### src/sliding_ssd_template_match_assert.svh
// ============================================================================
// Assertion macros for the sliding SSD template matcher
// Clocked implication checks that compile to nothing under NO_ASSERTIONS.
// ============================================================================
`ifndef SLIDING_SSD_TEMPLATE_MATCH_ASSERT_SVH
`define SLIDING_SSD_TEMPLATE_MATCH_ASSERT_SVH
`ifndef NO_ASSERTIONS
`define SSD_ASSERT_IMP(lbl, ck, rs, ante, cons, msg) \
  lbl: assert property (@(posedge ck) disable iff (rs) (ante) |-> (cons)) else $error(msg);
`define SSD_ASSERT_NXT(lbl, ck, rs, ante, cons, msg) \
  lbl: assert property (@(posedge ck) disable iff (rs) (ante) |=> (cons)) else $error(msg);
`else
`define SSD_ASSERT_IMP(lbl, ck, rs, ante, cons, msg)
`define SSD_ASSERT_NXT(lbl, ck, rs, ante, cons, msg)
`endif
`endif

### src/ssdtm_queue.sv
// ============================================================================
// ssdtm_queue
// Small command FIFO between front and back end.
// ============================================================================
`default_nettype none
module ssdtm_queue #(
  parameter int WIDTH = 8
) (
  input  wire logic clk,
  input  wire logic rst,
  input  wire logic push,
  input  wire logic [WIDTH-1:0] wdata,
  input  wire logic pop,
  output logic [WIDTH-1:0] rdata,
  output logic full,
  output logic empty
);
  localparam int DEPTH = 4;
  localparam int PW = 2;

  logic [WIDTH-1:0] mem [DEPTH];
  logic [PW-1:0] wptr, rptr;
  logic [PW:0] count;

  assign full = (count == (PW+1)'(DEPTH));
  assign empty = (count == '0);
  assign rdata = mem[rptr];

  always_ff @(posedge clk) begin
    if (push) begin
      mem[wptr] <= wdata;
    end
  end

  always_ff @(posedge clk) begin
    if (rst) begin
      wptr <= '0;
      rptr <= '0;
      count <= '0;
    end else begin
      if (push) begin
        wptr <= wptr + PW'(1);
      end
      if (pop) begin
        rptr <= rptr + PW'(1);
      end
      if (push && !pop) begin
        count <= count + (PW+1)'(1);
      end else if (pop && !push) begin
        count <= count - (PW+1)'(1);
      end
    end
  end
endmodule
`default_nettype wire

### config.mk
export PLATFORM = sky130hd
export DESIGN_NAME = ssdtm_queue
export DESIGN_NICKNAME = d
export VERILOG_FILES = /design/src/sliding_ssd_template_match_assert.svh /design/src/ssdtm_queue.sv
export SDC_FILE = /design/constraint.sdc
export NUM_CORES = 1
export LEC_CHECK = 0
export ABC_CLOCK_PERIOD_IN_PS = 2350
export BUFFER_PORTS_ARGS = -buffer_cell sky130_fd_sc_hd__buf_2
export CORE_MARGIN = 2
export CORE_UTILIZATION = 24
export CTS_CLUSTER_SIZE = 8
export DETAILED_ROUTE_END_ITERATION = 10
export PLACE_DENSITY = 0.37
export SLEW_MARGIN = 30
export SYNTH_ARGS = -nofsm -noshare
export SYNTH_HDL_FRONTEND = slang
export SYNTH_SLANG_ARGS = --single-unit
### constraint.sdc
create_clock -name clk -period 2.35 [get_ports clk]
set_input_delay 0.235 -clock clk [delete_from_list [all_inputs] [get_ports clk]]
set_output_delay 0.235 -clock clk [all_outputs]
set_load 0.05 [all_outputs]
==> flow_metrics.py, run 1 <==
metrics = {
    "status": {
        "status": "completed",
    },
    "global_route": {
        "grt_pass1_vias": 836,
        "antenna_found_initial": 0,
        "grtUsageTotal_pct": 8.07,
        "grt.overflow.total": 0,
        "grt_start_max_net_pins": 15,
        "grt_pass1_wl_mm": 4.25,
    },
    "routing": {
        "num_vias": 773,
        "drc_errors": 0,
        "drtPass1Iterations": 3,
        "via_per_inst": 4.07,
        "routedWlPerCell_um": 13.8,
        "drt_iter0_markers": 42,
        "final_antenna_net_count": 0,
        "totalWireLength_mm": 2.63,
    },
    "clock_tree": {
        "cts_resized": 0,
        "cts_tree": "done",
        "cts_sinks": 41,
        "cts_hold_buffers": 0,
        "htreeDepth": 2,
        "clockBufferDepth": 2,
        "clk_pin_slew_ns": 0.08,
        "cts-buffers-inserted": 5,
        "post_cts_buffers": 0,
        "clk_latency_ns": 0.29,
        "root_buffer": "clkbuf_8",
    },
    "timing": {
        "fin_crit_sh_pct": 82.9,
        "rsz0062_at_grt": "no",
        "slew_viol_final": 0,
        "relSlewSlack_pct": 66.4,
        "setup_violations": 0,
        "clock.fmax_ghz": 0.513,
        "hold_violations": 0,
        "finClkSkew_ns": 0.00495,
        "worst_pin_slew_ns": 0.505,
        "fin_setup_tns_ns": 0,
        "fin_crit_ns": 1.95,
        "hold_slack_ns": 0.154,
        "layout_setup_ws_ns": 0.401,
    },
    "min_path": {
        "hp-start": "wdata[4]",
        "hold_path.class": "primary input to flop",
    },
    "yosys": {
        "yosys.area.top_type_share_pct": 60.6,
        "netlist_instances": 86,
        "ys_ff_latch": 41,
        "synth.distinct_cells": 20,
        "syn_avg_cell_area_sq_um": 18.4,
        "yosys_warnings": 0,
        "synth_mux_area_share_pct": 12.6,
        "synth_top_family_by_area": "multiplexers",
        "yosysSeqAreaShare_pct": 71.9,
        "synthXorXnorAreaFrac_pct": 2.76,
        "syn_area_sq_mm": 0.00159,
        "synthesis.nets": 104,
        "synth_compound_area_share_pct": 0.631,
        "synth_fa_ha_area_share_pct": 5.21,
        "synth.area.top_cells": "edfxtp_1, dfxtp_1, mux4_2",
        "synth_simple_gate_area_share_pct": 4.65,
        "yosysTopAreaCell": "edfxtp_1",
    },
    "placement": {
        "io_buffers": 21,
        "place_area_sq_mm": 0.00178,
        "gp_congestion": 0.643,
        "dp_hpwl_mm": 1.84,
        "place_ws_ns": 0.636,
        "placed_cells": 182,
    },
    "cells_and_area": {
        "layoutNonFillerInstCount": 190,
        "layout-drive-gt1-share_pct": 33.6,
        "antenna_cells": 0,
        "final_nets": 130,
        "design_area_sq_mm": 0.00187,
        "multiInputGateArea_sq_um": 410,
        "syn_to_final_growth_pct": 17.6,
        "mostFrequentLayoutCell": "edfxtp_1",
        "post-route-util_pct": 29.2,
        "fillCellCount": 656,
        "final_cell_mix": "edfxtp_1, buf_2, dfxtp_1",
        "seq_area_sq_mm": 0.00114,
    },
    "worst_setup_path": {
        "cp_slowest_cell": "mux4_2",
        "startpoint_type": "flop",
        "path_cells": "buf_4, mux4_2, buf_2",
        "crit_type": "flop to output pin",
        "cp_slowest_stage_delay_ns": 0.51,
        "critPathMaxFanout": 5,
        "required_ns": 2.12,
        "critPathArrivalTime_ns": 1.71,
        "reg2reg_from": "count[0]$_SDFFE_PP0P_",
        "crit_path_end_kind": "output pin",
    },
    "die": {
        "dieWidth_um": 85.3,
        "fp.dieH_um": 85.3,
        "start_util_pct": 24.8,
        "core-area_sq_mm": 0.00639,
        "num_rows": 29,
        "io_pins": 22,
        "die_area_sq_mm": 0.00728,
    },
    "power": {
        "power.total_mw": 1.58,
        "peakVddDrop_v": 0.000215,
        "p_leak_nw": 0.668,
        "power_density_mw_per_mm2": 845,
    },
    "job": {
        "max_cap_viol_count": 0,
    },
}
[report_power, final]
group | switching [mW] | internal (mW) | total, mW | leakage, nW
combinational | 0.178 | 0.0902 | 0.268 | 0.255
sequential | 0.0303 | 0.828 | 0.858 | 0.368
clock | 0.241 | 0.210 | 0.451 | 0.0445
[synth_stat cells (all sizes together)]
| master | count |
|---|---|
| dfxtp | 9 |
| or3 | 1 |
| edfxtp | 32 |
| xor2 | 3 |
| fa | 1 |
| mux2i | 2 |
| nor3 | 1 |
| o21ai | 1 |
| ha | 5 |
| clkbuf | 2 |
| a21oi | 1 |
| xnor2 | 2 |
| mux4 | 8 |
| nor2 | 7 |
| inv | 4 |
| and2 | 4 |
| nor3b | 1 |
| buf | 1 |
| nand2 | 1 |
[critical path: cells and delay by family, from the launching register on]
family                 cells  cell delay [ns]
buffers and inverters      2             0.45
DFF                        1             0.46
muxes                      1             0.51
[routing by layer]
layer	up-vias	routed length, um	track usage, %
met1	383	1070	9.26
met3	7	134	3.31
met5	-	0	0
li1	367	-	-
met2	16	1360	12.9
met4	0	61	4.33
[final timing paths]
| check | to | slack, ns | depth (start not counted) |
|---|---|---|---|
| setup / recovery | rdata[7] | 0.40 | 3 |
| hold / removal | mem[1][4]$_DFFE_PP_ | 0.15 | 1 |
| setup reg to reg | count[2]$_SDFFE_PP0P_ | 0.86 | 4 |
| hold reg to reg | count[2]$_SDFFE_PP0P_ | 0.51 | 2 |
[sequential cells by signal (all words and copies together) (netlist names), named ones only]
| register | count |
|---|---|
| wptr | 2 |
| count | 3 |
| mem | 32 |
| rptr | 2 |
[logic make-up after synthesis]
kind of cell               after synthesis
DFF                                     41
muxes                                   10
buffers and inverters                    7
and+or+nand+nor                         15
adders and majority gates                6
AOI/OAI and AO/OA                        2
xor gates and xnor gates                 5
[layout make-up]
cell class                 count  share of cell area [%]
multi-input combinational     38                    22.0
timing repair buffer          22                    6.04
clock buffer                   5                    3.69
inverter                       4                   0.805
sequential                    41                    61.2
clock inverter                 3                    1.14
tap                           77                    5.16
No activity file was read; power rests on OpenSTA's default activity.
==> run 2, diff against run 1 <==
--- a/config.mk
+++ b/config.mk
@@ -5,13 +5,14 @@
 export SDC_FILE = /design/constraint.sdc
 export NUM_CORES = 1
 export LEC_CHECK = 0
-export ABC_CLOCK_PERIOD_IN_PS = 2350
+export ABC_AREA = 1
+export ABC_CLOCK_PERIOD_IN_PS = 1600
 export BUFFER_PORTS_ARGS = -buffer_cell sky130_fd_sc_hd__buf_2
 export CORE_MARGIN = 2
 export CORE_UTILIZATION = 24
 export CTS_CLUSTER_SIZE = 8
 export DETAILED_ROUTE_END_ITERATION = 10
-export PLACE_DENSITY = 0.37
+export PLACE_DENSITY = 0.38
 export SLEW_MARGIN = 30
 export SYNTH_ARGS = -nofsm -noshare
 export SYNTH_HDL_FRONTEND = slang
==> constraint.sdc (replaced) <==
create_clock -name clk -period 1.6 [get_ports clk]
set_input_delay 0.16 -clock clk [delete_from_list [all_inputs] [get_ports clk]]
set_output_delay 0.16 -clock clk [all_outputs]
set_load 0.05 [all_outputs]
==> run 2 against run 1 <==
First-iteration DRC count rose by 21%; combinational power rose by 45%; worst setup slack got worse by 0.32 ns; sequential power rose by 45%; hold slack got worse by 0.11 ns; die area rose by 3.3%; via count rose by 35%; flip-flop and latch count did not move; critical path type unchanged.
==> flow_metrics.py, run 2 <==
metrics = {
    "cells_and_area": {
        "final_nets": 181,
        "regMostFlops": "mem",
        "final_cell_mix": "edfxtp_1, nor2_1, o21ai_0, buf_2, inv_1",
        "post-route-util_pct": 29.2,
        "fillCellCount": 686,
        "layoutNonFillerInstCount": 244,
        "mostFrequentLayoutCell": "edfxtp_1",
        "multiInputGateArea_sq_um": 414,
        "largest_reg_flops": 32,
        "syn_to_final_growth_pct": 19.4,
        "reg_top3": "mem (32), count (3)",
        "seq_area_sq_mm": 0.00115,
        "antenna_cells": 0,
        "layout-drive-gt1-share_pct": 23.8,
    },
    "timing": {
        "setup_violations": 0,
        "relSlewSlack_pct": 73.7,
        "fin_crit_ns": 1.52,
        "rsz0062_at_grt": "yes",
        "finClkSkew_ns": 0.00478,
        "fin_setup_tns_ns": 0,
        "hold_violations": 0,
        "worst_pin_slew_ns": 0.394,
        "slew_viol_final": 0,
        "fin_crit_sh_pct": 94.9,
        "hold_slack_ns": 0.0472,
        "layout_setup_ws_ns": 0.0811,
        "clock.fmax_ghz": 0.658,
    },
    "global_route": {
        "antenna_found_initial": 0,
        "grt_start_max_net_pins": 17,
        "grtUsageTotal_pct": 9.08,
        "grt.overflow.total": 0,
        "grt_pass1_vias": 1081,
        "grt_pass1_wl_mm": 5.13,
    },
    "routing": {
        "drc_errors": 0,
        "totalWireLength_mm": 3.04,
        "routedWlPerCell_um": 12.5,
        "final_antenna_net_count": 0,
        "drtPass1Iterations": 4,
        "drt_iter0_markers": 51,
        "via_per_inst": 4.27,
        "num_vias": 1042,
    },
    "worst_setup_path": {
        "crit_type": "flop to output pin",
        "cp_slowest_cell": "dfxtp_4",
        "crit_path_end_kind": "output pin",
        "path_cells": "buf_6, o21ai_0, o22ai_1, buf_2",
        "critPathMaxFanout": 12,
        "critPathArrivalTime_ns": 1.36,
        "cp_slowest_stage_delay_ns": 0.40,
        "required_ns": 1.44,
        "startpoint_type": "flop",
    },
    "yosys": {
        "synth.distinct_cells": 19,
        "synth.area.top_cells": "edfxtp_1, dfxtp_1, o21ai_0",
        "yosysTopAreaCell": "edfxtp_1",
        "yosys-top-cells-count": "edfxtp_1, nor2_1, o21ai_0, inv_1",
        "ys_ff_latch": 41,
        "synth_edf_count": 32,
        "yosys.area.top_type_share_pct": 58.5,
        "yosysSeqAreaShare_pct": 69.5,
        "yosysMostFrequentCell": "edfxtp_1",
        "yosys_warnings": 0,
        "syn_area_sq_mm": 0.00164,
        "async_flop_share_pct": 0,
        "syn_avg_cell_area_sq_um": 12.3,
        "netlist_instances": 134,
        "synth-main-ff-cell": "edfxtp_1",
        "synthesis.nets": 152,
    },
    "clock_tree": {
        "clk_latency_ns": 0.28,
        "post_cts_buffers": 0,
        "clk_pin_slew_ns": 0.07,
        "root_buffer": "clkbuf_8",
        "clockBufferDepth": 2,
        "htreeDepth": 2,
        "cts_sinks": 41,
        "cts-buffers-inserted": 5,
        "cts_tree": "done",
    },
    "status": {
        "status": "completed",
    },
    "job": {
        "max_cap_viol_count": 0,
    },
    "power": {
        "power_density_mw_per_mm2": 1170,
        "peakVddDrop_v": 0.000410,
        "p_leak_nw": 0.774,
    },
    "die": {
        "core-area_sq_mm": 0.00672,
        "num_rows": 30,
        "fp.dieH_um": 86.7,
        "dieWidth_um": 86.7,
        "io_pins": 22,
        "die_area_sq_mm": 0.00752,
        "start_util_pct": 24.4,
    },
    "placement": {
        "placed_cells": 236,
        "io_buffers": 21,
        "dp_hpwl_mm": 2.17,
        "gp_congestion": 0.654,
        "place_ws_ns": 0.200,
    },
    "min_path": {
        "hold_path.class": "primary input to flop",
    },
}
-- run 2: cells by family after synthesis --
group                      Yosys count  share of synthesized area, %
DFF                                 41                          69.5
buffers and inverters               19                          5.26
AOI/OAI and AO/OA                   32                          10.8
adders and majority gates            6                          5.03
xor gates and xnor gates             1                         0.534
and+or+nand+nor                     35                          8.84
-- run 2: path summary, 6_finish.rpt --
path	end	slack, ns	startpoint	cells after the start
min	count[0]$_SDFFE_PP0P_	0.05	rst	2
max	rdata[5]	0.08	flop	4
min reg2reg	flop	0.46	rptr[1]$_SDFFE_PP0P_	1
max reg2reg	mem[2][4]$_DFFE_PP_	0.30	wptr[0]$_SDFFE_PP0P_	4
-- run 2: through the flow --
stage,power (mW),area (sq um)
3_3_place_gp,1.64,1850
6_report,2.29,1960
4_1_cts,2.32,1950
5_1_grt,2.41,1960
3_5_place_dp,1.65,1850
2_1_floorplan,1.54,1640
-- run 2: what timing repair did --
item / 4_1_cts / 5_1_grt
gates resized for setup: 5 / 7
endpoints found under the setup margin: 8 / 8
hold buffers: 0 / 0
-- run 2: layout make-up --
class                      instances  area share [%]
sequential                        41            58.5
multi-input combinational         74            21.1
timing repair buffer              24            7.21
tap                               80            5.11
clock buffer                       8            4.59
inverter                          17            3.51
-- run 2: critical path: cells and delay by family (launching register included) --
| kind | cells | cell delay, ns |
|---|---|---|
| buffers and inverters | 2 | 0.44 |
| flip-flops | 1 | 0.40 |
| AO/OA/AOI/OAI | 2 | 0.24 |
-- run 2: report_power, final --
part	internal [mW]	total, mW	switching (mW)
sequential	1.21	1.24	0.0325
combinational	0.110	0.389	0.279
clock	0.351	0.663	0.312
-- run 2: layer usage --
metal	part of all wire, %	up-vias	global-route usage [%]	routed length [um]
met3	5.3	5	3.33	160
met5	0	-	0	0
met1	44	495	10.4	1330
met4	1.4	0	3.84	44
li1	-	520	-	-
met2	50	22	15.2	1510
==> run 3, diff against run 2 <==
--- a/config.mk
+++ b/config.mk
@@ -10,6 +10,7 @@
 export BUFFER_PORTS_ARGS = -buffer_cell sky130_fd_sc_hd__buf_2
 export CORE_MARGIN = 2
 export CORE_UTILIZATION = 24
+export CTS_BUF_LIST = sky130_fd_sc_hd__clkbuf_4 sky130_fd_sc_hd__clkbuf_8
 export CTS_CLUSTER_SIZE = 8
 export DETAILED_ROUTE_END_ITERATION = 10
 export PLACE_DENSITY = 0.38
==> run 3 against run 2 <==
Critical path depth did not move; final cell count did not move; non-clock buffer count did not move; worst setup slack improved by 0.0011 ns; global-route usage did not move; first-iteration DRC count did not move; clock skew fell by 0.00073 ns; die area did not move; largest power group unchanged.
==> flow_metrics.py, run 3 (synthesis gave the netlist of run 2 again) <==
metrics = {
    "global_route": {
        "grt_pass1_wl_mm": 5.13,
        "grtUsageTotal_pct": 9.08,
        "antenna_found_initial": 0,
        "grt_pass1_vias": 1081,
        "grt.overflow.total": 0,
        "grt_start_max_net_pins": 17,
    },
    "worst_setup_path": {
        "cp_num_buf_inv": 2,
        "r2r-end": "mem[2][4]$_DFFE_PP_",
        "crit_type": "flop to output pin",
        "cp_slowest_cell": "dfxtp_4",
        "critPathArrivalTime_ns": 1.36,
        "r2r_slack_ns": 0.30,
        "reg2reg_from": "wptr[0]$_SDFFE_PP0P_",
        "critPathMaxFanout": 12,
        "path_cells": "buf_6, o21ai_0, o22ai_1, buf_2",
        "startpoint_type": "flop",
        "cp_slowest_stage_delay_ns": 0.40,
        "ff2ff_path_depth": 4,
        "crit_path_end_kind": "output pin",
        "crit_family": "buffers and inverters",
        "required_ns": 1.44,
    },
    "timing": {
        "worst_pin_slew_ns": 0.404,
        "slew_viol_final": 0,
        "hold_slack_ns": 0.0471,
        "rsz0062_at_grt": "yes",
        "finClkSkew_ns": 0.00405,
        "clock.fmax_ghz": 0.659,
        "layout_setup_ws_ns": 0.0822,
        "fin_crit_sh_pct": 94.9,
        "setup_violations": 0,
        "hold_violations": 0,
        "fin_setup_tns_ns": 0,
        "fin_crit_ns": 1.52,
        "relSlewSlack_pct": 73.0,
    },
    "routing": {
        "totalWireLength_mm": 3.02,
        "via_per_inst": 4.27,
        "drt_iter0_markers": 51,
        "routedWlPerCell_um": 12.4,
        "drtPass1Iterations": 4,
        "drc_errors": 0,
        "num_vias": 1043,
        "final_antenna_net_count": 0,
    },
    "min_path": {
        "hp-start": "rst",
        "hold_path.class": "primary input to flop",
        "hold_end": "count[0]$_SDFFE_PP0P_",
        "holdPathStages": 2,
    },
    "cells_and_area": {
        "regMostFlops": "mem",
        "multiInputGateArea_sq_um": 414,
        "final_cell_mix": "edfxtp_1, nor2_1, o21ai_0, buf_2, inv_1",
        "mostFrequentLayoutCell": "edfxtp_1",
        "antenna_cells": 0,
        "syn_to_final_growth_pct": 19.9,
        "fillCellCount": 683,
        "post-route-util_pct": 29.3,
        "final_nets": 181,
        "layout-drive-gt1-share_pct": 25.0,
        "largest_reg_flops": 32,
        "reg_top3": "mem (32), count (3)",
        "seq_area_sq_mm": 0.00115,
    },
    "job": {
        "max_cap_viol_count": 0,
    },
    "placement": {
        "io_buffers": 21,
        "gp_congestion": 0.654,
        "dp_hpwl_mm": 2.17,
        "place_ws_ns": 0.200,
    },
    "power": {
        "peakVddDrop_v": 0.000410,
        "combPwrFrac_pct": 16.7,
        "power.total_mw": 2.32,
        "p_leak_nw": 0.781,
        "power.share.clock_pct": 29.9,
        "p_sw_share_pct": 26.7,
        "power_density_mw_per_mm2": 1180,
        "internal_power_mw": 1.70,
        "switchingPower_mw": 0.621,
        "seqPwrFrac_pct": 53.4,
    },
    "clock_tree": {
        "post_cts_buffers": 0,
        "root_buffer": "clkbuf_8",
        "cts_hold_buffers": 0,
        "htreeDepth": 2,
        "cts_sinks": 41,
        "clk_latency_ns": 0.28,
        "clk_pin_slew_ns": 0.07,
        "cts-buffers-inserted": 5,
        "cts_tree": "done",
        "clockBufferDepth": 2,
    },
    "die": {
        "num_rows": 30,
        "fp.dieH_um": 86.7,
        "dieWidth_um": 86.7,
        "core-area_sq_mm": 0.00672,
        "die_area_sq_mm": 0.00752,
        "io_pins": 22,
        "start_util_pct": 24.4,
    },
    "status": {
        "status": "completed",
    },
}
[run 3: worst max path at each step]
stage                            endpoint  slack [ns]  cells past startpoint
global route                     rdata[6]      -0.009                      4
global placement                 rdata[3]        0.25                      4
detailed placement  count[2]$_SDFFE_PP0P_        0.20                     10
CTS                              rdata[5]       0.005                      4
floorplan                           empty       0.009                      1
finish                           rdata[5]        0.08                      4
[run 3: area by class of cell]
class                      count  share of cell area, %
sequential                    41                   58.2
multi-input combinational     74                   21.0
clock buffer                   8                   4.96
timing repair buffer          24                   7.18
tap                           80                   5.09
inverter                      17                   3.50
[run 3: repair_timing]
item	in CTS	in global routing
gates cloned	0	0
endpoints found under the setup margin	8	8
resized for setup	5	7
[run 3: power groups by stage]
stage,sequential (mW),combinational [mW],clock [mW]
after floorplan,1.26,0.280,0
after global placement,1.26,0.376,0
after detailed placement,1.26,0.384,0
after CTS,1.24,0.391,0.719
after global routing,1.25,0.428,0.765
final,1.24,0.388,0.695
[run 3: layer usage]
layer	vias to the layer above	share of wire [%]	global-route usage, %
li1	521	-	-
met1	495	43	10.4
met2	22	50	15.2
met3	5	5.3	3.33
met4	0	1.5	3.84
met5	-	0	0
[run 3: through the flow]
| stage | instances | area, sq um |
|---|---|---|
| floorplan | 134 | 1640 |
| global placement | 236 | 1850 |
| detailed placement | 236 | 1850 |
| CTS | 244 | 1960 |
| global route | 244 | 1970 |
| finish | 244 | 1970 |
