File: src/sliding_ssd_template_match_assert.svh
// ============================================================================
// Assertion macros for the sliding SSD template matcher
// Clocked implication checks that compile to nothing under NO_ASSERTIONS.
// ============================================================================
`ifndef SLIDING_SSD_TEMPLATE_MATCH_ASSERT_SVH
`define SLIDING_SSD_TEMPLATE_MATCH_ASSERT_SVH
`ifndef NO_ASSERTIONS
`define SSD_ASSERT_IMP(lbl, ck, rs, ante, cons, msg) \
  lbl: assert property (@(posedge ck) disable iff (rs) (ante) |-> (cons)) else $error(msg);
`define SSD_ASSERT_NXT(lbl, ck, rs, ante, cons, msg) \
  lbl: assert property (@(posedge ck) disable iff (rs) (ante) |=> (cons)) else $error(msg);
`else
`define SSD_ASSERT_IMP(lbl, ck, rs, ante, cons, msg)
`define SSD_ASSERT_NXT(lbl, ck, rs, ante, cons, msg)
`endif
`endif

File: src/ssdtm_pkg.sv
// ============================================================================
// ssdtm_pkg
// Shared constants and types of the sliding SSD template matcher.
// ============================================================================
`default_nettype none
package ssdtm_pkg;
  localparam int MAX_ROWS_DEF = 128;
  localparam int MAX_TEMPLATE_COLS_DEF = 64;
  localparam int SAMPLE_BITS_DEF = 16;

  localparam int LAG_W = 16;
  localparam int SCORE_W = 30;
  localparam int ROWS_REG_W = 8;
  localparam int COLS_REG_W = 7;
  localparam int CFG_W = 8;
  localparam logic [SCORE_W-1:0] SCORE_MAX = 30'd536870912;

  localparam logic REG_ROWS_IN_USE = 1'b0;
  localparam logic REG_TEMPLATE_COLS = 1'b1;

  localparam logic OP_LOAD = 1'b0;
  localparam logic OP_SIGNAL = 1'b1;

  typedef struct packed {
    logic is_load;
    logic first;
    logic emit;
  } cmd_flags_t;

  typedef struct packed {
    logic idle;
    logic pipe_busy;
  } bk_status_t;
endpackage
`default_nettype wire

File: src/ssdtm_front.sv
// ============================================================================
// ssdtm_front
// Accepts words, tracks load/row/column position and builds back-end commands.
// ============================================================================
`default_nettype none
module ssdtm_front #(
  parameter int MAX_ROWS = ssdtm_pkg::MAX_ROWS_DEF,
  parameter int MAX_TEMPLATE_COLS = ssdtm_pkg::MAX_TEMPLATE_COLS_DEF,
  parameter int SAMPLE_BITS = ssdtm_pkg::SAMPLE_BITS_DEF
) (
  input  wire logic clk,
  input  wire logic rst,
  input  wire logic accept,
  input  wire logic op,
  input  wire logic last_sample,
  input  wire logic [$clog2(MAX_ROWS+1)-1:0] rows,
  input  wire logic [$clog2(MAX_TEMPLATE_COLS+1)-1:0] cols,
  input  wire logic [$clog2(MAX_ROWS*MAX_TEMPLATE_COLS+1)-1:0] size,
  output ssdtm_pkg::cmd_flags_t flags,
  output logic [((MAX_ROWS*MAX_TEMPLATE_COLS)>1 ? $clog2(MAX_ROWS*MAX_TEMPLATE_COLS) : 1)-1:0]
    load_addr,
  output logic [(MAX_ROWS>1 ? $clog2(MAX_ROWS) : 1)-1:0] row,
  output logic [(MAX_TEMPLATE_COLS>1 ? $clog2(MAX_TEMPLATE_COLS) : 1)-1:0] slot,
  output logic [(MAX_TEMPLATE_COLS>1 ? $clog2(MAX_TEMPLATE_COLS) : 1)-1:0] emit_slot,
  output logic [$clog2(MAX_TEMPLATE_COLS+1)-1:0] open_cnt,
  output logic [ssdtm_pkg::LAG_W-1:0] lag
);
  localparam int DEPTH = MAX_ROWS * MAX_TEMPLATE_COLS;
  localparam int AW = DEPTH > 1 ? $clog2(DEPTH) : 1;
  localparam int RW = MAX_ROWS > 1 ? $clog2(MAX_ROWS) : 1;
  localparam int RCW = $clog2(MAX_ROWS + 1);
  localparam int SW = MAX_TEMPLATE_COLS > 1 ? $clog2(MAX_TEMPLATE_COLS) : 1;
  localparam int CCW = $clog2(MAX_TEMPLATE_COLS + 1);
  localparam int SZW = $clog2(DEPTH + 1);
  localparam int LW = ssdtm_pkg::LAG_W;

  logic [AW-1:0] load_position;
  logic [RW-1:0] row_position;
  logic [LW-1:0] signal_column;
  logic [SW-1:0] newest_slot;
  logic [CCW-1:0] cols_started;

  logic [AW-1:0] lp_cur, lp_next;
  logic [SZW-1:0] lp_inc;
  logic [RCW-1:0] row_inc;
  logic end_col, first;
  logic [RW-1:0] r;
  logic [SW-1:0] ns;
  logic [CCW-1:0] cs_next;
  logic [SW:0] es_tmp;

  always_comb begin
    lp_cur = (SZW'(load_position) >= size) ? '0 : load_position;
    lp_inc = SZW'(lp_cur) + SZW'(1);
    lp_next = (lp_inc >= size) ? '0 : AW'(lp_inc);

    row_inc = RCW'(row_position) + RCW'(1);
    end_col = row_inc >= rows;
    r = (RCW'(row_position) >= rows) ? RW'(rows - RCW'(1)) : row_position;
    first = (r == '0);

    if (first) begin
      ns = ((SW+1)'(newest_slot) + (SW+1)'(1) == (SW+1)'(MAX_TEMPLATE_COLS)) ? '0 :
           SW'(newest_slot + SW'(1));
    end else begin
      ns = newest_slot;
    end
    cs_next = (first && cols_started < CCW'(MAX_TEMPLATE_COLS)) ?
              CCW'(cols_started + CCW'(1)) : cols_started;
    open_cnt = (cs_next < cols) ? cs_next : cols;

    es_tmp = (SW+1)'(ns) + (SW+1)'(MAX_TEMPLATE_COLS) - (SW+1)'(cols - CCW'(1));
    if (es_tmp >= (SW+1)'(MAX_TEMPLATE_COLS)) begin
      es_tmp = es_tmp - (SW+1)'(MAX_TEMPLATE_COLS);
    end
    emit_slot = SW'(es_tmp);

    flags.is_load = (op == ssdtm_pkg::OP_LOAD);
    flags.first = first;
    flags.emit = end_col && (cs_next >= cols);
    load_addr = lp_cur;
    row = r;
    slot = ns;
    lag = signal_column - LW'(cols - CCW'(1));
  end

  always_ff @(posedge clk) begin
    if (rst) begin
      load_position <= '0;
      row_position <= '0;
      signal_column <= '0;
      newest_slot <= '0;
      cols_started <= '0;
    end else if (accept) begin
      if (op == ssdtm_pkg::OP_LOAD) begin
        load_position <= lp_next;
      end else if (last_sample) begin
        row_position <= '0;
        signal_column <= '0;
        newest_slot <= '0;
        cols_started <= '0;
      end else begin
        newest_slot <= ns;
        cols_started <= cs_next;
        if (end_col) begin
          row_position <= '0;
          signal_column <= signal_column + LW'(1);
        end else begin
          row_position <= RW'(r + RW'(1));
        end
      end
    end
  end
endmodule
`default_nettype wire

File: config.mk
export PLATFORM = sky130hd
export DESIGN_NAME = ssdtm_front
export DESIGN_NICKNAME = d
export VERILOG_FILES = /design/src/sliding_ssd_template_match_assert.svh /design/src/ssdtm_pkg.sv /design/src/ssdtm_front.sv
export SDC_FILE = /design/constraint.sdc
export NUM_CORES = 1
export LEC_CHECK = 0
export ABC_AREA = 1
export BUFFER_PORTS_ARGS = -buffer_cell sky130_fd_sc_hd__buf_4
export CAP_MARGIN = 10
export CORE_ASPECT_RATIO = 2
export CORE_MARGIN = 2
export CORE_UTILIZATION = 59
export CTS_BUF_LIST = sky130_fd_sc_hd__clkbuf_16
export DETAILED_ROUTE_END_ITERATION = 16
export GPL_TIMING_DRIVEN = 0
export PLACE_DENSITY = 0.83
export SKIP_LAST_GASP = 1
export SLEW_MARGIN = 20
export SYNTH_ARGS = -nofsm -noshare
export SYNTH_HDL_FRONTEND = slang
export SYNTH_SLANG_ARGS = --single-unit
export TNS_END_PERCENT = 50
File: constraint.sdc
create_clock -name clk -period 5.3 [get_ports clk]
set_input_delay 0 -clock clk [delete_from_list [all_inputs] [get_ports clk]]
set_output_delay 0 -clock clk [all_outputs]
set_load 0.02 [all_outputs]
==> results_tabular.tex, run 1 <==
\begin{tabular}{lr}
\hline
Metric & Value \\
\hline
\multicolumn{2}{l}{\textbf{Global routing}} \\
Global Route Usage Sum & 27.19\% \\
Global-route wire length before repair & 22.94 mm \\
Number of global-route vias before repair & 5,639 \\
Pin count of the biggest net entering global routing & 16 \\
Number of antenna violations at the first check in global routing & 0 \\
Sum of overflow across all layers after global routing & 0 \\
\multicolumn{2}{l}{\textbf{Timing}} \\
Minimum clock period & 4.624 ns \\
Part of the cycle the worst path needs & 87.24\% \\
Worst hold margin & approximately 0.043 ns \\
Smallest setup slack after layout & 0.6762 ns \\
Worst setup skew after layout & 0.006705 ns \\
Final number of setup-violating endpoints & 0 \\
Final hold violation count & 0 \\
Slew at the pin closest to its max-slew limit & 0.6958 ns \\
Setup repair after global routing missed its margin & no \\
Post-Route Setup TNS & 0 ns \\
Worst-case headroom to the max-slew limit & 53.12\% \\
Pins over their slew limit & 0 \\
Upper clock frequency limit & 0.2163 GHz \\
\multicolumn{2}{l}{\textbf{Power and ir drop}} \\
Maximum vdd drop & 0.1659 mV \\
Power, Total & 1.295 mW \\
Cell area power density & $\sim$200 nW/um\^{}2 \\
Leakage dissipation & 3.422 nW \\
\multicolumn{2}{l}{\textbf{Worst setup path}} \\
Critical path fanouts, max & 10 \\
Setup crit end kind & flop \\
Required @ worst endpoint & 5.52 ns \\
Critical Path AT & between 4 and 5 ns \\
Kind of start point of the critical path & flop \\
Path type of the worst setup path & reg2reg \\
\multicolumn{2}{l}{\textbf{Die}} \\
Die extent in x & 73.06 microns \\
Die height & 142.1 microns \\
Total core area & 9321 sq um \\
Die outline area & 10,380 sq um \\
Number of primary I/O pins & between 90 and 100 \\
Starting density of the core & 60.36\% \\
Site row count & 50 \\
\multicolumn{2}{l}{\textbf{Hold path}} \\
Hold Path Class & in2reg \\
\multicolumn{2}{l}{\textbf{CTS}} \\
Gates resized, CTS repair & 0 \\
Post-CTS Hold Buffers & 0 \\
Clock-pin slew of the registers on the worst-case setup and hold paths & 0.07 ns \\
Clock tree from TritonCTS & done \\
Root Buffer & sky130\_fd\_sc\_hd\_\_clkbuf\_16 \\
Insertion delay of the later-clocked pin in the worst-skew pair & 0.29 ns \\
Clock sink total & 49 \\
Max Buffers Root-to-Sink & 2 \\
CTS Buf Count & 5 \\
H-tree levels & 2 \\
Post-CTS Repair Setup Buffers & 0 \\
\multicolumn{2}{l}{\textbf{Placed design}} \\
Area of placed instances & about 6400 sq um \\
Sum of net half-perimeters after detailed placement & 11.46 mm \\
Worst slack at placement & 0.7245 ns \\
Weighted congestion at the end of routability-driven global placement & 0.9149 \\
Cell Count Post-Placement & 1,059 \\
Count of input and output buffers & just over 90 \\
\multicolumn{2}{l}{\textbf{Drt}} \\
Via total after detailed routing & approximately 5,900 \\
Residual DRC count & 0 \\
Routed Antenna Nets & 0 \\
Ratio of routed vias to standard cells & 5.533 \\
Routed wire length per instance & 13.03 microns \\
Number of DRC violations after detailed-routing iteration 0 & 268 \\
DRT Wirelength & 13.91 mm \\
Detailed Routing Iterations Pass 1 & 5 \\
\multicolumn{2}{l}{\textbf{Synthesis}} \\
Number of register bits inferred by synthesis & 49 \\
Area share of and/or/nand/nor cells after synthesis & 31.80\% \\
Most used flip-flop cell after synthesis & sky130\_fd\_sc\_hd\_\_dfxtp\_1 \\
Combined area of all synthesized cells & 5627 sq um \\
Post-synthesis instance total & 864 \\
Synthesized-area fraction occupied by ao, oa, aoi and oai cells & 13.83\% \\
Number of synthesized flops with an enable pin & 0 \\
Syn\_nets & 982 \\
Mux contribution to synthesized area & 0\% \\
Adder-cell share of the synthesized area & between 10\% and 20\% \\
Cell taking the most area after synthesis & sky130\_fd\_sc\_hd\_\_ha\_1 \\
Total of warnings raised by yosys & 0 \\
Synth unique cells & between 40 and 50 \\
Post-synthesis sequential area ratio & between 15 and 20\% \\
Post-synthesis xor/xnor area fraction & 6.849\% \\
Post-synthesis async set-or-reset flop share & 0\% \\
Mean Syn Cell Area & 6.512 sq um \\
Main combinational cell family by area after synthesis & simple AND/OR/NAND/NOR gates \\
Dominant cells by area after synthesis & sky130\_fd\_sc\_hd\_\_ha\_1, sky130\_fd\_sc\_hd\_\_dfxtp\_1, sky130\_fd\_sc\_hd\_\_nand2\_1 \\
Share of Yosys cell area claimed by the top area cell type & a little under a fifth \\
\multicolumn{2}{l}{\textbf{Cells and area}} \\
Share of the core filled with cells in the final layout & between 70\% and 80\% \\
Number of antenna cells inserted & 0 \\
Fraction of final layout cells with drive strength greater than 1 & 15.16\% \\
Final-layout fill cell count & approximately 880 \\
Area used by sequential logic in the layout & 980.9 sq um \\
Number of nets at the end of the flow & $\sim$1,100 \\
Non-filler instance count after layout & 1,067 \\
Multi-input logic area & around 4000 sq um \\
Area overhead of the layout relative to synthesis & 17.83\% \\
Post-route cell area & 6630 sq um \\
\multicolumn{2}{l}{\textbf{Flow run}} \\
Max-capacitance violation count & 0 \\
\multicolumn{2}{l}{\textbf{Outcome}} \\
Outcome & completed \\
\hline
\end{tabular}
-- state kept, by name, indices dropped and copies added, names as in the netlist --
register,count
cols_started,7
load_position,13
newest_slot,6
row_position,7
signal_column,16
-- worst paths after layout --
kind,depth (start not counted),endpoint,start,slack [ns]
max,23,load_position[0],load_position[8],0.68
min,4,signal_column[0],rst,0.04
max reg2reg,23,load_position[0],load_position[8],0.68
min reg2reg,1,signal_column[15],signal_column[15],0.47
-- critical path, stage by stage, from the launching register on --
cell and delay, ns:
sky130_fd_sc_hd__dfxtp_1 0.49, sky130_fd_sc_hd__ha_1 0.29, sky130_fd_sc_hd__nand2_1 0.07, sky130_fd_sc_hd__nor2_1 0.05
sky130_fd_sc_hd__nand3_1 0.06, sky130_fd_sc_hd__nand2_1 0.08, sky130_fd_sc_hd__nor2_4 0.22, sky130_fd_sc_hd__nand2_4 0.12
sky130_fd_sc_hd__buf_2 0.19, sky130_fd_sc_hd__nor2_1 0.21, sky130_fd_sc_hd__ha_1 0.23, sky130_fd_sc_hd__nand4_1 0.12
sky130_fd_sc_hd__nor2_2 0.36, sky130_fd_sc_hd__nand3_1 0.16, sky130_fd_sc_hd__and2_1 0.22, sky130_fd_sc_hd__ha_1 0.27
sky130_fd_sc_hd__nand2_1 0.10, sky130_fd_sc_hd__o21ai_0 0.13, sky130_fd_sc_hd__a21oi_1 0.14, sky130_fd_sc_hd__nand3_1 0.10
sky130_fd_sc_hd__nor2_1 0.20, sky130_fd_sc_hd__clkbuf_1 0.43, sky130_fd_sc_hd__o21ai_0 0.17, sky130_fd_sc_hd__a21oi_1 0.15
-- per-layer routing --
metal,up-vias,share of wire (%),global-route usage (%)
li1,3017,-,-
met1,2696,36,26.17
met2,151,57,53.63
met3,40,3.1,2.054
met5,-,0,0
met4,0,3.8,14.72
-- power breakdown --
group          internal (mW)  switching (mW)  leakage [nW]  total (mW)
Clock                  0.270           0.150        0.0938       0.420
Combinational          0.197           0.298          2.93       0.495
Sequential             0.374         0.00681         0.396       0.380
Total                  0.841           0.454          3.42        1.29
-- synthesized netlist by cell type (2+ instances only) --
cell                         n
sky130_fd_sc_hd__ha_1       82
sky130_fd_sc_hd__inv_2       3
sky130_fd_sc_hd__or3_1       2
sky130_fd_sc_hd__nor2_4      2
sky130_fd_sc_hd__o31ai_1     2
sky130_fd_sc_hd__clkbuf_1    9
sky130_fd_sc_hd__nor3_1     17
sky130_fd_sc_hd__inv_1     145
sky130_fd_sc_hd__buf_2       3
sky130_fd_sc_hd__fa_1        2
sky130_fd_sc_hd__o21ai_0    37
sky130_fd_sc_hd__nor2_2      8
sky130_fd_sc_hd__xor2_1     32
sky130_fd_sc_hd__nand2_4     4
sky130_fd_sc_hd__nor2_1     41
sky130_fd_sc_hd__and2_1      5
sky130_fd_sc_hd__o21a_1      3
sky130_fd_sc_hd__dfxtp_1    49
sky130_fd_sc_hd__o21ai_2     2
sky130_fd_sc_hd__nor2_8      3
sky130_fd_sc_hd__o21ai_1    10
sky130_fd_sc_hd__a22oi_1     2
sky130_fd_sc_hd__nand3b_1    3
sky130_fd_sc_hd__nand2_1   193
sky130_fd_sc_hd__a21oi_1    78
sky130_fd_sc_hd__nand3_1    55
sky130_fd_sc_hd__a21boi_0    2
sky130_fd_sc_hd__nand2_2    16
sky130_fd_sc_hd__nor4_1      4
sky130_fd_sc_hd__xnor2_1    12
sky130_fd_sc_hd__nand4_1    24
-- cell families (layout without fill, tap and decap cells) --
kind of cell               Yosys count  count (layout)
and+or+nand+nor                    380             380
AOI/OAI and AO/OA                  144             144
xor gates and xnor gates            44              44
buffers and inverters              163             262
DFF                                 49              49
adders and majority gates           84              84
-- final cells by class --
class | count | area share (%)
Timing Repair Buffer | 91 | 10.30
Clock inverter | 3 | 0.9813
Tap cell | 104 | 1.963
Clock buffer | 5 | 1.887
Multi-Input combinational cell | 652 | 60.62
Buffer | 14 | 1.019
Sequential cell | 49 | 14.80
Inverter | 149 | 8.436
-- cell usage in the layout, fill, tap and decap left out, types with 12 or more instances in the layout --
| cell type | netlist | routed |
|---|---|---|
| sky130_fd_sc_hd__nand3_1 | 55 | 55 |
| sky130_fd_sc_hd__dfxtp_1 | 49 | 49 |
| sky130_fd_sc_hd__nor3_1 | 17 | 17 |
| sky130_fd_sc_hd__ha_1 | 82 | 82 |
| sky130_fd_sc_hd__nor2_1 | 41 | 41 |
| sky130_fd_sc_hd__nand2_1 | 193 | 193 |
| sky130_fd_sc_hd__xnor2_1 | 12 | 12 |
| sky130_fd_sc_hd__a21oi_1 | 78 | 78 |
| sky130_fd_sc_hd__xor2_1 | 32 | 32 |
| sky130_fd_sc_hd__o21ai_0 | 37 | 37 |
| sky130_fd_sc_hd__nand2_2 | 16 | 16 |
| sky130_fd_sc_hd__inv_1 | 145 | 145 |
| sky130_fd_sc_hd__buf_4 | 1 | 92 |
| sky130_fd_sc_hd__nand4_1 | 24 | 24 |
(Power assumes the default switching activity.)
==> inputs of run 2 (changes only) <==
--- a/config.mk
+++ b/config.mk
@@ -6,7 +6,7 @@
 export NUM_CORES = 1
 export LEC_CHECK = 0
 export ABC_AREA = 1
-export BUFFER_PORTS_ARGS = -buffer_cell sky130_fd_sc_hd__buf_4
+export BUFFER_PORTS_ARGS = -buffer_cell sky130_fd_sc_hd__buf_2
 export CAP_MARGIN = 10
 export CORE_ASPECT_RATIO = 2
 export CORE_MARGIN = 2
==> results_tabular.tex, run 2 (same netlist as run 1, synthesis figures left out) <==
\begin{tabular}{lr}
\hline
Metric & Value \\
\hline
\multicolumn{2}{l}{\textbf{Power and ir drop}} \\
Power, Total & 1.148 mW (-11\%) \\
Maximum vdd drop & 0.1294 mV (-22\%) \\
Leakage dissipation & 3.335 nW (-2.5\%) \\
Cell area power density & 180.7 nW/um\^{}2 (-7.5\%) \\
\multicolumn{2}{l}{\textbf{Timing}} \\
Final number of setup-violating endpoints & 0 (unchanged) \\
Minimum clock period & 4.676 ns (+0.05256 ns) \\
Pins over their slew limit & 0 (unchanged) \\
Worst hold margin & 0.07403 ns (+0.03073 ns) \\
Upper clock frequency limit & 0.2138 GHz (-1.1\%) \\
Worst setup skew after layout & 0.005884 ns (-0.0008216 ns) \\
Part of the cycle the worst path needs & 88.23\% (+0.99 points) \\
Final hold violation count & 0 (unchanged) \\
Smallest setup slack after layout & 0.6236 ns (-0.05256 ns) \\
Setup repair after global routing missed its margin & no \\
Slew at the pin closest to its max-slew limit & 0.6639 ns (-0.03195 ns) \\
Post-Route Setup TNS & 0 ns (unchanged) \\
Worst-case headroom to the max-slew limit & 55.27\% (+2.2 points) \\
\multicolumn{2}{l}{\textbf{CTS}} \\
Gates resized, CTS repair & 0 (unchanged) \\
Clock-pin slew of the registers on the worst-case setup and hold paths & 0.07 ns (about the same) \\
Clock tree from TritonCTS & done \\
Clock sink total & 49 (unchanged) \\
Post-CTS Repair Setup Buffers & 0 (unchanged) \\
Insertion delay of the later-clocked pin in the worst-skew pair & 0.29 ns (about the same) \\
H-tree levels & 2 (unchanged) \\
Max Buffers Root-to-Sink & 2 (unchanged) \\
Root Buffer & sky130\_fd\_sc\_hd\_\_clkbuf\_16 \\
Post-CTS Hold Buffers & 0 (unchanged) \\
CTS Buf Count & 5 (unchanged) \\
\multicolumn{2}{l}{\textbf{Global routing}} \\
Pin count of the biggest net entering global routing & 15 (-1) \\
Met2 track demand over resource in global routing & 52.49\% (-1.1 points) \\
Number of global-route vias before repair & 5,350 (-5.1\%) \\
Sum of overflow across all layers after global routing & 0 (unchanged) \\
Met1 usage in global routing & 26.27\% (+0.097 points) \\
Number of antenna violations at the first check in global routing & 0 (unchanged) \\
Global-route wire length before repair & 22.47 mm (-2.0\%) \\
Global Route Usage Sum & 26.62\% (-0.57 points) \\
Global-route met3 utilization & 3.329\% (+1.3 points) \\
Grt peak-use layer & met2 \\
\multicolumn{2}{l}{\textbf{Die}} \\
Die outline area & 10,380 sq um (unchanged) \\
Total core area & 9321 sq um (unchanged) \\
Number of primary I/O pins & 92 (unchanged) \\
Starting density of the core & 60.36\% (unchanged) \\
Die height & 142.1 microns (unchanged) \\
Die extent in x & 73.06 microns (unchanged) \\
Site row count & 50 (unchanged) \\
\multicolumn{2}{l}{\textbf{Flow run}} \\
Max-capacitance violation count & 0 (unchanged) \\
\multicolumn{2}{l}{\textbf{Worst setup path}} \\
Critical Path AT & 4.90 ns (+0.05 ns) \\
Path type of the worst setup path & reg2reg \\
Kind of start point of the critical path & flop \\
Critical path fanouts, max & 10 (unchanged) \\
Required @ worst endpoint & 5.53 ns (about the same) \\
Setup crit end kind & flop \\
\multicolumn{2}{l}{\textbf{Drt}} \\
Via total after detailed routing & 5,760 (-2.4\%) \\
DRT Wirelength & 13.50 mm (-2.9\%) \\
Ratio of routed vias to standard cells & 5.398 (-2.4\%) \\
Residual DRC count & 0 (unchanged) \\
Number of DRC violations after detailed-routing iteration 0 & 241 (-10\%) \\
Routed wire length per instance & 12.65 microns (-2.9\%) \\
Routed Antenna Nets & 0 (unchanged) \\
Detailed Routing Iterations Pass 1 & 4 (-1) \\
\multicolumn{2}{l}{\textbf{Placed design}} \\
Weighted congestion at the end of routability-driven global placement & 0.9319 (+1.9\%) \\
Worst slack at placement & 0.7194 ns (-0.005020 ns) \\
Sum of net half-perimeters after detailed placement & 11.36 mm (-0.83\%) \\
Count of input and output buffers & 91 (unchanged) \\
Cell Count Post-Placement & 1,059 (unchanged) \\
\multicolumn{2}{l}{\textbf{Cells and area}} \\
Fraction of final layout cells with drive strength greater than 1 & 14.95\% (-0.21 points) \\
Largest registers ranked by flip-flop count & signal\_column x16, load\_position x13 \\
Number of flip-flops in the largest register & 16 (unchanged) \\
Number of nets at the end of the flow & 1,080 (unchanged) \\
Number of antenna cells inserted & 0 (unchanged) \\
Final-layout fill cell count & 886 (+0.45\%) \\
Most common cell after layout, fill and taps aside & sky130\_fd\_sc\_hd\_\_nand2\_1 \\
Area overhead of the layout relative to synthesis & 12.85\% \\
Register bank with the most flops & signal\_column \\
Non-filler instance count after layout & 1,067 (unchanged) \\
Commonest cells after routing, fill and taps aside & sky130\_fd\_sc\_hd\_\_nand2\_1, sky130\_fd\_sc\_hd\_\_inv\_1, sky130\_fd\_sc\_hd\_\_buf\_2, sky130\_fd\_sc\_hd\_\_ha\_1, sky130\_fd\_sc\_hd\_\_a21oi\_1 \\
\multicolumn{2}{l}{\textbf{Hold path}} \\
Hold Path Class & in2reg \\
\multicolumn{2}{l}{\textbf{Outcome}} \\
Outcome & completed \\
\hline
\end{tabular}
[run 2: cell types whose count changed in the layout (fill, tap and decap cells not counted)]
cell                        before  now
sky130_fd_sc_hd__bufinv_16       2    0
sky130_fd_sc_hd__buf_4          92    1
sky130_fd_sc_hd__clkinv_1        1    3
sky130_fd_sc_hd__buf_2           3   94
[run 2: where the power goes]
part	switching (mW)	internal (mW)	total [mW]	leakage, nW
clock	0.144	0.171	0.315	0.0687
combinational	0.294	0.159	0.452	2.87
sequential	0.00670	0.374	0.380	0.396
total	0.444	0.704	1.15	3.34
[run 2: path summary, 6_finish.rpt]
kind,start,endpoint,slack (ns),depth (start not counted)
worst max-delay path,load_position[8],load_position[0],0.62,23
worst min-delay path,rst,row_position[3],0.07,4
worst max register to register,load_position[8],load_position[0],0.62,23
worst min register to register,signal_column[15],signal_column[15],0.47,1
[run 2: worst max-delay path, stage by stage (launching register included)]
cell and delay, ns:
sky130_fd_sc_hd__dfxtp_1 0.49, sky130_fd_sc_hd__ha_1 0.29, sky130_fd_sc_hd__nand2_1 0.07, sky130_fd_sc_hd__nor2_1 0.05
sky130_fd_sc_hd__nand3_1 0.07, sky130_fd_sc_hd__nand2_1 0.09, sky130_fd_sc_hd__nor2_4 0.22, sky130_fd_sc_hd__nand2_4 0.12
sky130_fd_sc_hd__buf_2 0.20, sky130_fd_sc_hd__nor2_1 0.19, sky130_fd_sc_hd__ha_1 0.23, sky130_fd_sc_hd__nand4_1 0.12
sky130_fd_sc_hd__nor2_2 0.35, sky130_fd_sc_hd__nand3_1 0.15, sky130_fd_sc_hd__and2_1 0.22, sky130_fd_sc_hd__ha_1 0.27
sky130_fd_sc_hd__nand2_1 0.10, sky130_fd_sc_hd__o21ai_0 0.13, sky130_fd_sc_hd__a21oi_1 0.14, sky130_fd_sc_hd__nand3_1 0.10
sky130_fd_sc_hd__nor2_1 0.20, sky130_fd_sc_hd__clkbuf_1 0.46, sky130_fd_sc_hd__o21ai_0 0.19, sky130_fd_sc_hd__a21oi_1 0.15
[run 2: layer usage]
layer	vias to the layer above	wire (microns)
met5	-	0
met4	0	362
met3	25	492
met2	130	7690
met1	2584	4956
li1	3021	-
[run 2: final cells by class]
type | instances | area (sq um) | area share (%)
clock inverters | 3 | 12.51 | 0.1970
plain buffers | 14 | 67.56 | 1.064
clock buffers | 5 | 125.1 | 1.970
multi-input cells | 652 | 4019 | 63.29
well taps | 104 | 130.1 | 2.049
repair buffers | 91 | 455.4 | 7.172
inverters | 149 | 559.3 | 8.808
flip-flops and latches | 49 | 980.9 | 15.45
[run 2: through the flow]
stage | util (%) | instance area (sq um)
global placement | 66.64 | 6212
global route | 68.12 | 6350
finish | 68.12 | 6350
CTS | 68.12 | 6350
detailed placement | 66.64 | 6212
floorplan | - | 5627
